### config.mk
export PLATFORM = sky130hd
export DESIGN_NAME = twv_queue
export DESIGN_NICKNAME = d
export VERILOG_FILES = /design/src/twv_pkg.sv /design/src/twv_queue.sv
export SDC_FILE = /design/constraint.sdc
export NUM_CORES = 1
export LEC_CHECK = 0
export BUFFER_PORTS_ARGS = -buffer_cell sky130_fd_sc_hd__buf_2
export CAP_MARGIN = 20
export CORE_MARGIN = 5
export CORE_UTILIZATION = 45
export DETAILED_ROUTE_END_ITERATION = 10
export PLACE_DENSITY_LB_ADDON = 0.2
export SLEW_MARGIN = 20
export SYNTH_ARGS = -nofsm -noshare
export SYNTH_HDL_FRONTEND = slang
export SYNTH_SLANG_ARGS = --single-unit
### constraint.sdc
create_clock -name clk -period 2.7 [get_ports clk]
set_clock_uncertainty 0.2 [all_clocks]
set_input_delay 0.27 -clock clk [delete_from_list [all_inputs] [get_ports clk]]
set_output_delay 0.27 -clock clk [all_outputs]
set_load 0.02 [all_outputs]
### src/twv_pkg.sv
// Shared types and constants of the trapped water volume unit.
`default_nettype none

package twv_pkg;

  localparam int unsigned VOLUME_BITS = 26;
  localparam logic [VOLUME_BITS-1:0] VOLUME_MAX = '1;

  localparam int unsigned HEIGHT_IN_BITS = 16;

  localparam int unsigned QUEUE_DEPTH = 4;

  typedef struct packed {
    logic store;    // request carries a height to write
    logic last;     // request closes the sequence
    logic dropped;  // sequence lost at least one request so far
  } twv_flags_t;

  typedef enum logic [1:0] {
    B_LOAD,
    B_WALK,
    B_DRAIN,
    B_DONE
  } twv_back_state_t;

endpackage

`default_nettype wire

### src/twv_queue.sv
// Short request queue between the front and back ends.
`default_nettype none

module twv_queue #(
  parameter int unsigned WIDTH = 8
) (
  input  wire logic             clk,
  input  wire logic             rst,
  input  wire logic             push_valid,
  output logic                  push_ready,
  input  wire logic [WIDTH-1:0] push_data,
  output logic                  pop_valid,
  input  wire logic             pop_ready,
  output logic [WIDTH-1:0]      pop_data
);
  import twv_pkg::*;

  localparam int unsigned PTR_W = $clog2(QUEUE_DEPTH);
  localparam int unsigned FILL_W = $clog2(QUEUE_DEPTH + 1);

  logic [WIDTH-1:0]  slots [QUEUE_DEPTH];
  logic [PTR_W-1:0]  wr_ptr;
  logic [PTR_W-1:0]  rd_ptr;
  logic [FILL_W-1:0] fill;
  logic              do_push;
  logic              do_pop;

  assign push_ready = fill != FILL_W'(QUEUE_DEPTH);
  assign pop_valid  = fill != '0;
  assign pop_data   = slots[rd_ptr];
  assign do_push    = push_valid && push_ready;
  assign do_pop     = pop_valid && pop_ready;

  always_ff @(posedge clk) begin
    if (do_push) begin
      slots[wr_ptr] <= push_data;
    end
  end

  always_ff @(posedge clk) begin
    if (rst) begin
      wr_ptr <= '0;
      rd_ptr <= '0;
      fill   <= '0;
    end else begin
      if (do_push) begin
        wr_ptr <= (wr_ptr == PTR_W'(QUEUE_DEPTH - 1)) ? '0 : wr_ptr + 1'b1;
      end
      if (do_pop) begin
        rd_ptr <= (rd_ptr == PTR_W'(QUEUE_DEPTH - 1)) ? '0 : rd_ptr + 1'b1;
      end
      if (do_push && !do_pop) begin
        fill <= fill + 1'b1;
      end else if (do_pop && !do_push) begin
        fill <= fill - 1'b1;
      end
    end
  end

endmodule

`default_nettype wire

* Word-level counts from Yosys, hierarchy flattened *
Memory sizes are Yosys's and may differ from the RTL's. A register that Yosys moved wholly into a read port is not among the register bits.
Cells that the tools add are included.

word-level totals
  memories = 1
  flip-flop bits (word level) = 7
  logic and storage cells = 27
  bits in writable memories = 32
  bits of input ports = 12
  output and inout bits = 10

cells by class
  reduce and logical (&&, ||, !) cells = 8
  multiplexer cells = 8
  equality and inequality tests = 3
  $add $sub $neg = 4

memory list
  memory  words  width  read ports  clocked after Yosys merged registers in  wr ports  RTL line         RTL
  slots   4      8      1           1                                        1         twv_queue.sv:21  logic [WIDTH-1:0] slots [QUEUE_DEPTH];

operator list
  cell                 number
  $mux 2               4
  $mux 3               2
  $add 2x1->2 const B  2
  $eq 2x2->1 const B   2
  $logic_and 1x1->1    4
  $add 3x1->3 const B  1
  $ne 3x3->1 const B   1
  $reduce_bool 3->1    1
  $sub 3x1->3 const B  1
  $logic_not 1->1      2
  $mux 1               2
  $reduce_bool 2->1    1

* Longest topological paths before layout *
  depth after elaboration = 6
  mapped depth = 9
  mapped depth without buffers = 8

* Worst setup path after synthesis *
Ideal clock, no wire load.

  path kind = register to register
  start point = register fill[0]
  end point = register fill[2]
  setup time = 0.070 ns
  buffers on the path = 1
  stages on the path, launching flop included = 10
  arrival = 2.151 ns
  required time = 2.430 ns
  path slack = 0.279 ns
  clock period less this slack = 2.421 ns
  path through = dfxtp_1 > or3b_1 > clkbuf_2 > and2_4 > ha_1 > inv_1 > fa_1 > xor2_1 > or3_2 > a21oi_1

on the way
  cells in the longest elaborated chain, start to end = 5
  elaborated cells between the ends (all ways) = 13
  classes of those cells = add/sub: 2; eq/ne: 1; mux: 2; reduce/logical: 8

ends and longest elaborated chain
  what                         RTL line         RTL
  start: declaration           twv_queue.sv:24  logic [FILL_W-1:0] fill;
  start signal: assignment     twv_queue.sv:53  fill <= fill + 1'b1;
  start signal: assignment     twv_queue.sv:55  fill <= fill - 1'b1;
  $ne 3x3->1 *                 twv_queue.sv:28  assign push_ready = fill != FILL_W'(QUEUE_DEPTH);
  net push_ready               twv_queue.sv:10  output logic push_ready,
  $logic_and 1x1->1 *          twv_queue.sv:31  assign do_push = push_valid && push_ready;
  net do_push                  twv_queue.sv:25  logic do_push;
  $logic_not 1->1              twv_queue.sv:54  end else if (do_pop && !do_push) begin
  $logic_and 1x1->1            twv_queue.sv:54
  $reduce_bool 2->1 (no line)  -

Mark *: on every way through the listed nets, which the timed path passes. The rest lies on a longest branch. The select of a mux whose other input is x is not followed.
A chain may end at the register's enable or synchronous reset.

* Final worst setup path *
  start point = register fill[0]
  end point = register fill[2]

on the way
  cells in the longest elaborated chain, start to end = 5
  elaborated cells between the ends (all ways) = 13
  classes of those cells = add/sub: 2; eq/ne: 1; mux: 2; reduce/logical: 8

ends and longest elaborated chain
  what                         RTL line
  $ne 3x3->1 *                 twv_queue.sv:28
  $logic_and 1x1->1 *          twv_queue.sv:31
  net do_push                  twv_queue.sv:25
  $logic_not 1->1              twv_queue.sv:54
  $logic_and 1x1->1            twv_queue.sv:54
  $reduce_bool 2->1 (no line)  -

Marks and branches as above.

==> reports/metrics.yaml <==
outcome:
  status: "complete, no violations"
finish:
  drive_above_1_share_pct: 36.5
  num_antenna_cells: 0
  fillers: 288
  fin_area_um2: 1990
  area_growth_pct: 22.0
  multi_input_area_um2: 464
  stdcell_count: 172
  register_area_um2: 1140
  nets: 144
hold_path:
  holdCritPathClass: "in -> reg"
  min_from: "pop_ready"
  min_to: "rd_ptr[0]$_SDFFE_PP0P_"
  whs_path_depth: 5
synth:
  ys_top_cells_by_area: "edfxtp_1 (59%), dfxtp_1 (11%), mux4_2 (11%), ha_1 (4.6%), mux2i_1 (1.8%)"
  synth_top_area_share_pct: 58.8
  synth_xor_area_share_pct: 1.07
  synth-adder-area-share_pct: 5.82
  synth_top_family_by_area: "multiplexers"
  yosysWarnings: 0
  synth_common_cells: "edfxtp_1 (32), dfxtp_1 (9), mux4_2 (8), ha_1 (6), and3_2 (4)"
  syn_area_um2: 1630
  synth_compound_area_share_pct: 2.14
  async_reset_ff_share_pct: 0
  synth_edf_count: 32
  yosysUniqueCellTypes: 26
  synthCells: 90
  ys_ff_latch: 41
  ys.flop_type: "edfxtp_1"
  synth_nets: 109
  post_synth.cell_area_avg_um2: 18.2
  synth_seq_area_share_pct: 69.8
  yosys.area_share.simple_pct: 6.51
  synthMuxAreaShare_pct: 12.9
  synth_most_common_cell: "edfxtp_1"
  synth_top_area_cell: "edfxtp_1"
worst_setup_path:
  critPathKind: "reg -> reg"
  critPathSlowestCell: "dfxtp_1"
  worst_r2r_path_depth: 8
  cp_max_fo: 7
  r2r-start: "fill[0]$_SDFFE_PP0P_"
  cp.arrival_ps: 2570
  cp-end-kind: "flop"
  regToRegSetupSlack_ps: 210
  cp.required_ps: 2780
  r2r_end: "fill[2]$_SDFFE_PP0P_"
  path_cells: "or3b_1 > and2_4 > ha_1 > inv_1 > fa_1 > xor2_1 > or3_2 > a21oi_1"
  cpPeakStageDelay_ps: 450
  critPathLaunchType: "flop"
timing:
  holdWs_ps: 204
  setup_viol: 0
  slew_headroom_pct: 61.2
  tightestPinTransition_ps: 581
  fmax_ghz: 0.402
  hold_viol_final: 0
  setup-tns-final_ps: 0
  rsz0062_at_grt: "false"
  final-max-slew-violation-count: 0
  fin_crit_ps: 2490
  min_period_over_period_pct: 92.1
floorplanning:
  core_area_um2: 3420
  initial_core_util_pct: 47.8
  num_rows: 21
  die_h_um: 70.3
  ioPinCount: 22
  die_x_um: 70.3
  dieArea_um2: 4940
grt:
  gr-max-usage-layer: "met2"
  overflow: 0
  met3_usage_pct: 5.02
  grt_use_total_pct: 11.8
  use_met1_pct: 13.0
  antenna_found_initial: 0
  grt_max_degree: 15
  grt_first_pass_wirelength_mm: 4.29
  first_global_vias: 898
  gr-usage-met2_pct: 19.9
clocking:
  clockBufferDepth: 2
  cts_buffers: 5
  htree_levels: 2
  clock_latency_ps: 340
  cts_tree: "yes"
  cts_setup_buffers: 0
  clkTransAtPathRegs_ps: 120
  cts_root_buffer: "clkbuf_4"
  cts_sinks: 41
place:
  place.gp.congestion: 0.830
  portBuffers: 21
  dpl_cell_area_um2: 1790
  dp_cells: 154
  dp_hpwl_mm: 1.76
drt:
  viasPerCell: 5.09
  wl_per_cell_um: 14.9
  routed_wl_mm: 2.56
  num_vias: 875
  ant_nets: 0
  dr.first_iter.drc_count: 38
  drc_errors: 0
  drt_first_pass_iters: 4
pwr:
  vdd_drop_max_uv: 715
  p_per_area_nw_per_um2: 929
  finalPower_mw: 1.85
  p_leak_nw: 0.746
flow_run:
  cap_viol_max_count: 0
through the flow:
step                      utilization (%)  setup slack, ps
after floorplan                         -              279
after global placement               52.3              347
after detailed placement             52.3              224
after CTS                            58.4              205
after global routing                 58.4             38.3
final                                58.4              212
power breakdown:
part | internal (mW) | switching (mW) | total (mW) | leakage (nW)
logic | 0.246 | 0.263 | 0.509 | 0.323
clock network | 0.291 | 0.200 | 0.491 | 0.0558
registers | 0.775 | 0.0773 | 0.852 | 0.367
metal layers:
metal,wire length (um),vias up
met5,0,-
met4,42,0
met3,154,5
met2,1310,28
met1,1040,426
li1,-,416
placed cells by master (no fill, tap or decap), drive strengths merged, types with 2 or more instances in the layout:
cell type / synthesis / routed
a21oi: 2 / 2
and3: 4 / 4
buf: 2 / 22
bufinv: 0 / 2
clkbuf: 2 / 5
dfxtp: 9 / 9
dlygate4sd3: 0 / 10
edfxtp: 32 / 32
ha: 6 / 6
inv: 3 / 4
mux2i: 3 / 3
mux4: 8 / 8
nand2b: 2 / 2
nor2: 3 / 3
o31ai: 2 / 2
or3: 3 / 3
xor2: 2 / 2
worst max path at each step:
stage	start	endpoint	slack [ps]	cells past startpoint
finish	fill[0]$_SDFFE_PP0P_	fill[2]$_SDFFE_PP0P_	210	8
global route	fill[0]$_SDFFE_PP0P_	fill[2]$_SDFFE_PP0P_	40	8
CTS	fill[0]$_SDFFE_PP0P_	fill[2]$_SDFFE_PP0P_	210	8
detailed placement	fill[0]$_SDFFE_PP0P_	fill[2]$_SDFFE_PP0P_	220	8
global placement	fill[0]$_SDFFE_PP0P_	fill[2]$_SDFFE_PP0P_	350	8
floorplan	fill[0]$_SDFFE_PP0P_	fill[2]$_SDFFE_PP0P_	280	9
what timing repair did:
action,in CTS,in global routing
hold buffers,10,0
endpoints found under the hold margin,38,0
gates resized for setup,0,0
worst max-delay path, delay by kind of cell, from the launching register on:
family / cells / cell delay (ps)
flip-flops: 1 / 450
AND/OR/NAND/NOR: 3 / 860
buffers and inverters: 1 / 60
XOR/XNOR: 1 / 160
AO/OA/AOI/OAI: 1 / 140
adder cells (fa/ha/maj): 2 / 560
cells by family after synthesis:
kind of cell | Yosys count
compound gates | 5
xor+xnor | 2
fa+ha+maj | 7
buf+inv | 7
flops | 41
mux | 11
simple gates | 17
flip-flops by register name (all words and copies together) (netlist names), named ones only:
register / cells
fill: 3
rd_ptr: 2
slots: 32
wr_ptr: 2
layout make-up:
type	instances	area share [%]
flip-flops and latches	41	57.3
multi-input cells	42	23.3
clock buffers	5	1.88
well taps	46	2.89
repair buffers	32	10.7
clock inverters	3	3.45
inverters	3	0.565
(Power assumes the default switching activity.)
