### src/twv_pkg.sv
// Shared types and constants of the trapped water volume unit.
`default_nettype none

package twv_pkg;

  localparam int unsigned VOLUME_BITS = 26;
  localparam logic [VOLUME_BITS-1:0] VOLUME_MAX = '1;

  localparam int unsigned HEIGHT_IN_BITS = 16;

  localparam int unsigned QUEUE_DEPTH = 4;

  typedef struct packed {
    logic store;    // request carries a height to write
    logic last;     // request closes the sequence
    logic dropped;  // sequence lost at least one request so far
  } twv_flags_t;

  typedef enum logic [1:0] {
    B_LOAD,
    B_WALK,
    B_DRAIN,
    B_DONE
  } twv_back_state_t;

endpackage

`default_nettype wire

### src/twv_front.sv
// Front end: accepts heights, tracks left maximum, count and drops.
`default_nettype none

module twv_front #(
  parameter int unsigned MAX_ITEMS   = 1024,
  parameter int unsigned HEIGHT_BITS = 16
) (
  input  wire logic                                   clk,
  input  wire logic                                   rst,
  input  wire logic                                   in_valid,
  output logic                                        in_ready,
  input  wire logic [twv_pkg::HEIGHT_IN_BITS-1:0]     height,
  input  wire logic                                   last,
  output logic                                        q_valid,
  input  wire logic                                   q_ready,
  output logic [HEIGHT_BITS-1:0]                      e_height,
  output logic [HEIGHT_BITS-1:0]                      e_left_max,
  output logic [$clog2(MAX_ITEMS+1)-1:0]              e_count,
  output twv_pkg::twv_flags_t                         e_flags
);
  import twv_pkg::*;

  localparam int unsigned CNT_W = $clog2(MAX_ITEMS + 1);

  logic [CNT_W-1:0]       count;
  logic [HEIGHT_BITS-1:0] run_max;
  logic                   dropped;
  logic [HEIGHT_BITS-1:0] h_in;
  logic                   accept;
  logic                   fits;

  assign h_in     = HEIGHT_BITS'(height);
  assign in_ready = q_ready;
  assign accept   = in_valid && in_ready;
  assign fits     = count < CNT_W'(MAX_ITEMS);

  // Requests past capacity that do not close the sequence need no queue slot.
  assign q_valid         = in_valid && (fits || last);
  assign e_height        = h_in;
  assign e_left_max      = run_max;
  assign e_count         = fits ? count + 1'b1 : count;
  assign e_flags.store   = fits;
  assign e_flags.last    = last;
  assign e_flags.dropped = dropped || !fits;

  always_ff @(posedge clk) begin
    if (rst) begin
      count   <= '0;
      run_max <= '0;
      dropped <= 1'b0;
    end else if (accept) begin
      if (last) begin
        count   <= '0;
        run_max <= '0;
        dropped <= 1'b0;
      end else begin
        if (fits) begin
          count <= count + 1'b1;
          if (h_in > run_max) begin
            run_max <= h_in;
          end
        end else begin
          dropped <= 1'b1;
        end
      end
    end
  end

endmodule

`default_nettype wire

### config.mk
export PLATFORM = sky130hd
export DESIGN_NAME = twv_front
export DESIGN_NICKNAME = d
export VERILOG_FILES = /design/src/twv_pkg.sv /design/src/twv_front.sv
export SDC_FILE = /design/constraint.sdc
export NUM_CORES = 1
export LEC_CHECK = 0
export ABC_AREA = 1
export BUFFER_PORTS_ARGS = -buffer_cell sky130_fd_sc_hd__buf_4
export CORE_MARGIN = 4
export CORE_UTILIZATION = 41
export DETAILED_ROUTE_END_ITERATION = 8
export PLACE_DENSITY = 0.64
export SLEW_MARGIN = 20
export SYNTH_ARGS = -nofsm -noshare
export SYNTH_HDL_FRONTEND = slang
export SYNTH_SLANG_ARGS = --single-unit
### constraint.sdc
create_clock -name clk -period 1.71 [get_ports clk]
set_input_delay 0.342 -clock clk [delete_from_list [all_inputs] [get_ports clk]]
set_output_delay 0.342 -clock clk [all_outputs]
set_load 0.03 [all_outputs]
# ---- Word-level counts from Yosys, hierarchy flattened
# Cells that the tools add are included.
dict set report totals {
  mem_bits_ro 0
  latchBits 0
  regBits 28
  output_inout_bits 48
  word_cells 23
  ramBits 0
  memories 0
  input_bits 21
}
dict set report op_classes {
  add_sub_neg 1
  n_div 0
  n_eq_ne 1
  muxes 7
  multipliers 0
  n_shift 0
  n_bitwise 0
  n_reduce_logical 9
  order_cmp 2
}
# op count
set op_table {}
lappend op_table {{two-way mux 16 bit} 3}
lappend op_table {{two-way mux 11 bit} 2}
lappend op_table {{greater-than comparator 16 bit} 1}
lappend op_table {{adder 11 x 1 -> 11 bit (second input constant)} 1}
lappend op_table {{< comparator 11 bit (second input constant)} 1}
lappend op_table {{nonzero test 2 bit} 2}
lappend op_table {{AND reduction 3 bit} 1}
lappend op_table {{logical AND 1 bit} 2}
lappend op_table {{logical OR 1 bit} 2}
lappend op_table {{two-way mux 1 bit} 2}
lappend op_table {{inequality test 2 bit (second input constant)} 1}
lappend op_table {{AND reduction 2 bit} 1}
lappend op_table {{logical NOT 1 bit} 1}

# ---- Longest topological paths before layout
# Gate-level depths: netlist of run 1.
dict set report depth {
  ltp_word 4
  depth_mapped 17
  depth_no_buf 16
}

# ---- Least setup slack after synthesis of run 1
# No wires, ideal clock.
dict set report synth_path {
  path_kind {reg2out}
  startpoint {register count[0]}
  endpoint {output e_count[10]}
  required_time_ps 1368
  path_stages_with_launch 6
  t_arrival_ps 1587
  setup_slack_ps -219
  n_path_buf 0
  cell_sequence {dfxtp_1 ha_1 inv_1 nor2_1 nand4_1 o21ai_0}
}
dict set report synth_between {
  elab_chain_len 2
  elab_cells_between_ends 3
  classes_between {1 x add/sub; 1 x order compare; 1 x mux}
}
# item line_no
set synth_lines {}
lappend synth_lines {{start, declared} twv_front.sv:25} ;# logic [CNT_W-1:0] count;
lappend synth_lines {{start signal, assigned} twv_front.sv:58} ;# count <= count + 1'b1;
lappend synth_lines {{adder 11 x 1 -> 11 bit or < comparator 11 bit (tied branches)} {twv_front.sv:41, twv_front.sv:35}}
lappend synth_lines {{two-way mux 11 bit (*)} -}
lappend synth_lines {{end, declared} twv_front.sv:18} ;# output logic [$clog2(MAX_ITEMS+1)-1:0] e_count,
# Mark *: on every way between the ends. The rest lies on a longest branch, timed or not.

# ---- Final worst setup path of run 1
dict set report layout_path {
  startpoint {register count[0]}
  endpoint {output e_count[9]}
}
# Same word-level chain as after synthesis.

==> impl_metrics.ini, run 1 <==
[clock_network]
path_clk_slew_ns = 0.10
clkSinkCount = 28
clockBufferDepth = 2
tritoncts = built
htreeDepth = 1
insertion_delay_ns = 0.29
clock-root-buffer = clkbuf_8
numCtsBuffers = 3
ctsHoldBuffers = 0

[floorplanning]
floorplan.initialDensity_pct = 42.2
core_area_um2 = 4720
ioPinCount = 69
die_w_um = 77.7
rows = 25
die_h_um = 77.7
die_area_um2 = 6040

[sta]
worstMarginPinSlew_ns = 0.454
maxSlewViolCount = 0
rsz0062_at_grt = true
timing.final.crit_period_ns = 1.95
clock_skew_ns = 0.00759
fmax_mhz = 513
setup_viol = 25
period_share_pct = 114
setup_ws_ns = -0.241
hold_violations = 0
setup_tns_ns = -3.62
slew_headroom_pct = 69.7

[power_and_ir_drop]
peakVddDrop_mv = 0.437
powerDensity_nw_per_um2 = 571
power_leakage_uw = 0.00161

[logic_synthesis]
synth_cell_types = 30
syn_area_um2 = 1990
netlist_instances = 293
synthesis.area_per_instance_um2 = 6.80
muxShareOfSynthArea_pct = 0
synth_xor_xnor_area_share_pct = 3.52
synth_top_area_share_pct = 28.1
synth_compound_area_share_pct = 10.8
ys_warn_count = 0
yosys.area_share.simple_pct = 30.3
synth_largest_area_cell = dfxtp_1
synth_area_leaders = dfxtp_1 28%, nand2_1 15%, ha_1 11%
syn-num-nets = 331
synth-seq-cells = 28
synth_top_family_by_area = simple AND/OR/NAND/NOR gates
synth_fa_ha_area_share_pct = 10.7
seq_area_frac_synth_pct = 28.1

[setup_path]
arrival_ns = 1.61
slowest_delay_ns = 0.39
end_kind = output pin
reg2reg_depth = 15
required_ns = 1.37
slowest_stage = dfxtp_4
rr_startpoint = e_left_max[6]
r2r-end = e_left_max[4]
path_max_fanout = 3
path_cells = nand2_4 > nor2_4 > and3_4 > nand2_4 > nor2_4 > nand3_1 > and2_4 > buf_6
setup.worst_path.start_class = flip-flop
worst-r2r-setup-slack_ns = -0.20
worstSetupPathType = reg2out

[global_routing]
grt_max_degree = 33
grt_pass1_wl_mm = 10.2
grt_usage_pct = 20.6
antenna_found_initial = 0
grt_pass1_vias = 2269
overflow = 0

[route]
dr.pass1.iters = 4
wl_per_cell_um = 14.3
num_vias = 2287
vias_per_cell = 4.96
routed_wl_mm = 6.57
ant_nets = 0
drt_iter0_drc = 94
drc = 0

[cells_and_area]
antenna_cells = 0
drive_above_1_share_pct = 60.7
syn2layout_area_growth_pct = 76.5
instances_no_fill = 461
nets = 433

[placement]
gp_congestion = 0.810
dp_slack_ns = -0.152
portBuffers = 68
hpwlAfterDp_mm = 3.74
dp_cells = 435

[outcome]
violations = negative setup slack
status = finished with violations

[min_path]
min_path_type = in2reg
holdPathEnd = count[9]
hold_path_startpoint = rst
hold_depth = 2

[flow_run]
cap_viol_max_count = 0
stage by stage:
| step | total power, uW | hold slack (ns) | util [%] | instance area [um^2] |
|---|---|---|---|---|
| 2_1_floorplan | 1080 | 0.431 | - | 2020 |
| 3_3_place_gp | 1290 | 0.454 | 57.6 | 2720 |
| 3_5_place_dp | 1290 | 0.466 | 57.6 | 2720 |
| 4_1_cts | 1920 | 0.304 | 70.4 | 3320 |
| 5_1_grt | 2110 | 0.294 | 74.5 | 3520 |
| 6_report | 2010 | 0.303 | 74.5 | 3520 |
registers in the layout, indices dropped and copies added, names as in the netlist:
| signal | flops |
|---|---|
| count | 11 |
| dropped | 1 |
| e_left_max | 16 |
area by class of cell:
type / count / area [um^2]
repair buffers: 128 / 1100
multi-input cells: 203 / 1560
inverters: 31 / 121
fillers: 341 / 1200
flip-flops and latches: 28 / 593
well taps: 67 / 83.8
clock buffers: 4 / 66.3
kinds of logic (layout without fill, tap and decap cells):
family	count (synthesis)	after routing
xor gates and xnor gates	8	8
DFF	28	28
buffers and inverters	62	163
adders and majority gates	17	17
and+or+nand+nor	138	138
AOI/OAI and AO/OA	40	40
metal layers:
metal  global-route usage, %  part of all wire (%)  up-vias
met2                    38.6                    53       92
met5                       0                     0        -
met4                    5.34                   1.7        0
met1                    23.3                    38     1070
li1                        -                     -     1112
met3                    4.41                   7.4       13
what timing repair did:
item | CTS | global route
setup buffers | 18 | 4
endpoints found under the setup margin | 25 | 26
cloned | 3 | 0
pin swaps | 19 | 13
resized for setup | 66 | 43
how the worst max path moves through the flow:
stage,from,endpoint,slack (ns),depth (start not counted)
finish,count[0],e_count[9],-0.24,8
global route,count[1],e_count[9],-0.33,9
CTS,count[1],e_count[8],-0.23,8
detailed placement,height[11],e_left_max[11],-0.15,11
global placement,height[9],e_left_max[1],-0.11,13
floorplan,e_left_max[11],e_left_max[10],0.00002,11
critical path, delay by kind of cell, from the launching register on:
family                 cells  cell delay (ns)
AND/OR/NAND/NOR            7             0.81
flip-flops                 1             0.39
buffers and inverters      1             0.13
cells in the final DEF, fill, tap and decap left out, types with 3 or more instances in the layout:
| master | synthesis | layout |
|---|---|---|
| buf_4 | 22 | 111 |
| nand2_1 | 81 | 69 |
| inv_1 | 28 | 20 |
| nor2_1 | 24 | 18 |
| a21oi_1 | 32 | 18 |
| dfxtp_2 | 0 | 17 |
| a21oi_2 | 2 | 15 |
| nand3_2 | 1 | 13 |
| ha_4 | 0 | 13 |
| buf_6 | 1 | 10 |
| inv_2 | 1 | 9 |
| nand2_2 | 1 | 9 |
| dfxtp_1 | 28 | 8 |
| nand2_4 | 2 | 6 |
| nand3_1 | 20 | 6 |
| nor2_2 | 2 | 5 |
| nor2_4 | 1 | 4 |
| ha_1 | 17 | 4 |
| buf_12 | 0 | 4 |
| nand4_1 | 3 | 3 |
| xor2_2 | 0 | 3 |
| clkbuf_8 | 0 | 3 |
| dfxtp_4 | 0 | 3 |
where the power goes:
group	switching [uW]	internal (uW)	total [uW]
Sequential	22.5	684	706
Combinational	440	375	815
Clock	231	256	487
cell usage after synthesis:
master,number
a21boi_0,1
and2_1,1
nor2_2,2
nand3_1,20
a21oi_1,32
a211oi_1,1
and3_4,1
xor2_1,4
o21ai_0,3
a21oi_2,2
buf_6,1
nand2_2,1
ha_1,17
inv_2,1
xnor2_1,4
nor2_4,1
inv_1,28
clkbuf_1,5
nand4_1,3
clkinv_4,1
buf_2,3
buf_4,22
a21o_1,1
nor2_1,24
dfxtp_1,28
nand2_4,2
clkinv_1,1
nor3_2,1
nand2_1,81
nand3_2,1
No activity file was read; power rests on OpenSTA's default activity.
==> run 2: changes to the inputs <==
- CORE_UTILIZATION: 41 -> 45
- CTS_CLUSTER_DIAMETER: not set -> 30
- PLACE_DENSITY: 0.64 -> 0.69
==> impl_metrics.ini, run 2 (same netlist as run 1, synthesis figures left out) <==
[sta]
setup_ws_ns = -0.207
fmax_mhz = 522
hold_violations = 0
maxSlewViolCount = 0
setup_tns_ns = -2.73
hold_ws_ns = 0.310
clock_skew_ns = 0.00568
rsz0062_at_grt = true
period_share_pct = 112
setup_viol = 25
slew_headroom_pct = 66.7
worstMarginPinSlew_ns = 0.499
timing.final.crit_period_ns = 1.92

[route]
highest-signal-layer = met4
dr.pass1.iters = 4
wl_per_cell_um = 15.0
drt_iter0_drc = 96
routed_wl_mm = 6.66
routedLengthMet1_mm = 2.57
ant_nets = 0
vias_per_cell = 5.06
num_vias = 2240
route.met2.wl_mm = 3.61
drc = 0
met3WireLength_um = 383

[setup_path]
arrival_ns = 1.57
r2r-end = e_left_max[0]
required_ns = 1.37
path_cells = nand2_4 > nor2_4 > and3_4 > nand2_4 > nor2_4 > nand2_2 > nand2_2 > and2_4 > buf_6
path_max_fanout = 3
cp_num_buf_inv = 1
setup.worst_path.start_class = flip-flop
worstSetupPathType = reg2out
end_kind = output pin
rr_startpoint = e_left_max[15]
slowest_stage = dfxtp_4
slowest_delay_ns = 0.39
reg2reg_depth = 11
cp_top_family = simple AND/OR/NAND/NOR gates
worst-r2r-setup-slack_ns = -0.12

[floorplanning]
die_h_um = 74.6
ioPinCount = 69
core_area_um2 = 4140
rows = 23
die_w_um = 74.6
die_area_um2 = 5560
floorplan.initialDensity_pct = 48.1

[cells_and_area]
drive_above_1_share_pct = 61.1
nets = 432
syn2layout_area_growth_pct = 74.5
largest_reg_flops = 16
antenna_cells = 0
layout_commonest_cell = buf_4
final_cell_mix = 113 x buf_4, 66 x nand2_1, 26 x inv_1

[power_and_ir_drop]
p_clk_share_pct = 22.3
peakVddDrop_mv = 0.301
comb_power_share_pct = 41.2
p_sw_share_pct = 35.6
power.switching_uw = 691
powerDensity_nw_per_um2 = 558
power_leakage_uw = 0.00161
p_int_uw = 1250
power_frac_seq_pct = 36.5

[clock_network]
htreeDepth = 1
clock-root-buffer = clkbuf_8
clkSinkCount = 28
ctsHoldBuffers = 0
tritoncts = built
clockBufferDepth = 2
numCtsBuffers = 3
path_clk_slew_ns = 0.11
insertion_delay_ns = 0.28

[flow_run]
cap_viol_max_count = 0

[outcome]
violations = negative setup slack
status = finished with violations

[global_routing]
overflow = 0
grt_pass1_vias = 2223
antenna_found_initial = 0
grt_usage_pct = 22.4
grt_pass1_wl_mm = 9.84
grt_max_degree = 33

[placement]
gp_congestion = 0.818
portBuffers = 68
hpwlAfterDp_mm = 3.85

[min_path]
hold_path_startpoint = rst
min_path_type = in2reg
hold_depth = 2
holdPathEnd = count[8]
==> run 2: area by class of cell <==
type,count,area (um^2)
multi-input combinational,203,1590
tap,50,62.6
inverter,31,121
fill,249,667
timing repair buffer,127,1060
clock buffer,4,55.1
sequential,28,593
==> run 2: worst reg2reg max path: cells and delay by family (launching register included) <==
family	cells	cell delay, ns
and+or+nand+nor	4	0.31
buffers and inverters	2	0.27
AOI/OAI and AO/OA	4	0.58
DFF	1	0.36
adders and majority gates	1	0.21
==> run 2: layer usage <==
layer  up-vias  global-route usage [%]
met5         -                       0
met1      1050                    25.9
met2        68                    41.0
li1       1110                       -
met4         0                    7.71
met3        12                    4.19
==> run 2: repair_timing <==
| action | 4_1_cts | 5_1_grt |
|---|---|---|
| cloned | 3 | 0 |
| pin swaps | 18 | 23 |
| endpoints found under the hold margin | 0 | 0 |
| gates resized for setup | 59 | 60 |
| endpoints found under the setup margin | 25 | 26 |
| buffers inserted | 18 | 13 |
==> run 2: power groups by stage <==
stage	clock network, uW	logic [uW]	registers, uW
after global placement	0	552	722
after global routing	464	858	711
after detailed placement	0	561	723
final	433	799	708
after CTS	431	692	707
after floorplan	0	303	777
==> run 2: metrics by stage <==
step	instance area [um^2]	std cells	setup slack (ns)	power [uW]	util, %
finish	3480	443	-0.207	1940	83.9
global route	3480	443	-0.289	2030	83.9
CTS	3160	437	-0.207	1830	76.2
detailed placement	2650	412	-0.176	1280	64.0
global placement	2650	412	-0.148	1270	64.0
floorplan	2020	293	0.0000243	1080	-
==> run 2: how the worst max path moves through the flow <==
stage                     endpoint  depth (start not counted)      startpoint
finish                  e_count[9]                          9        count[0]
CTS                     e_count[9]                          9        count[1]
global route            e_count[9]                         10       count[10]
floorplan           e_left_max[10]                         11  e_left_max[11]
detailed placement  e_left_max[10]                         10      height[15]
global placement     e_left_max[1]                         10      height[15]
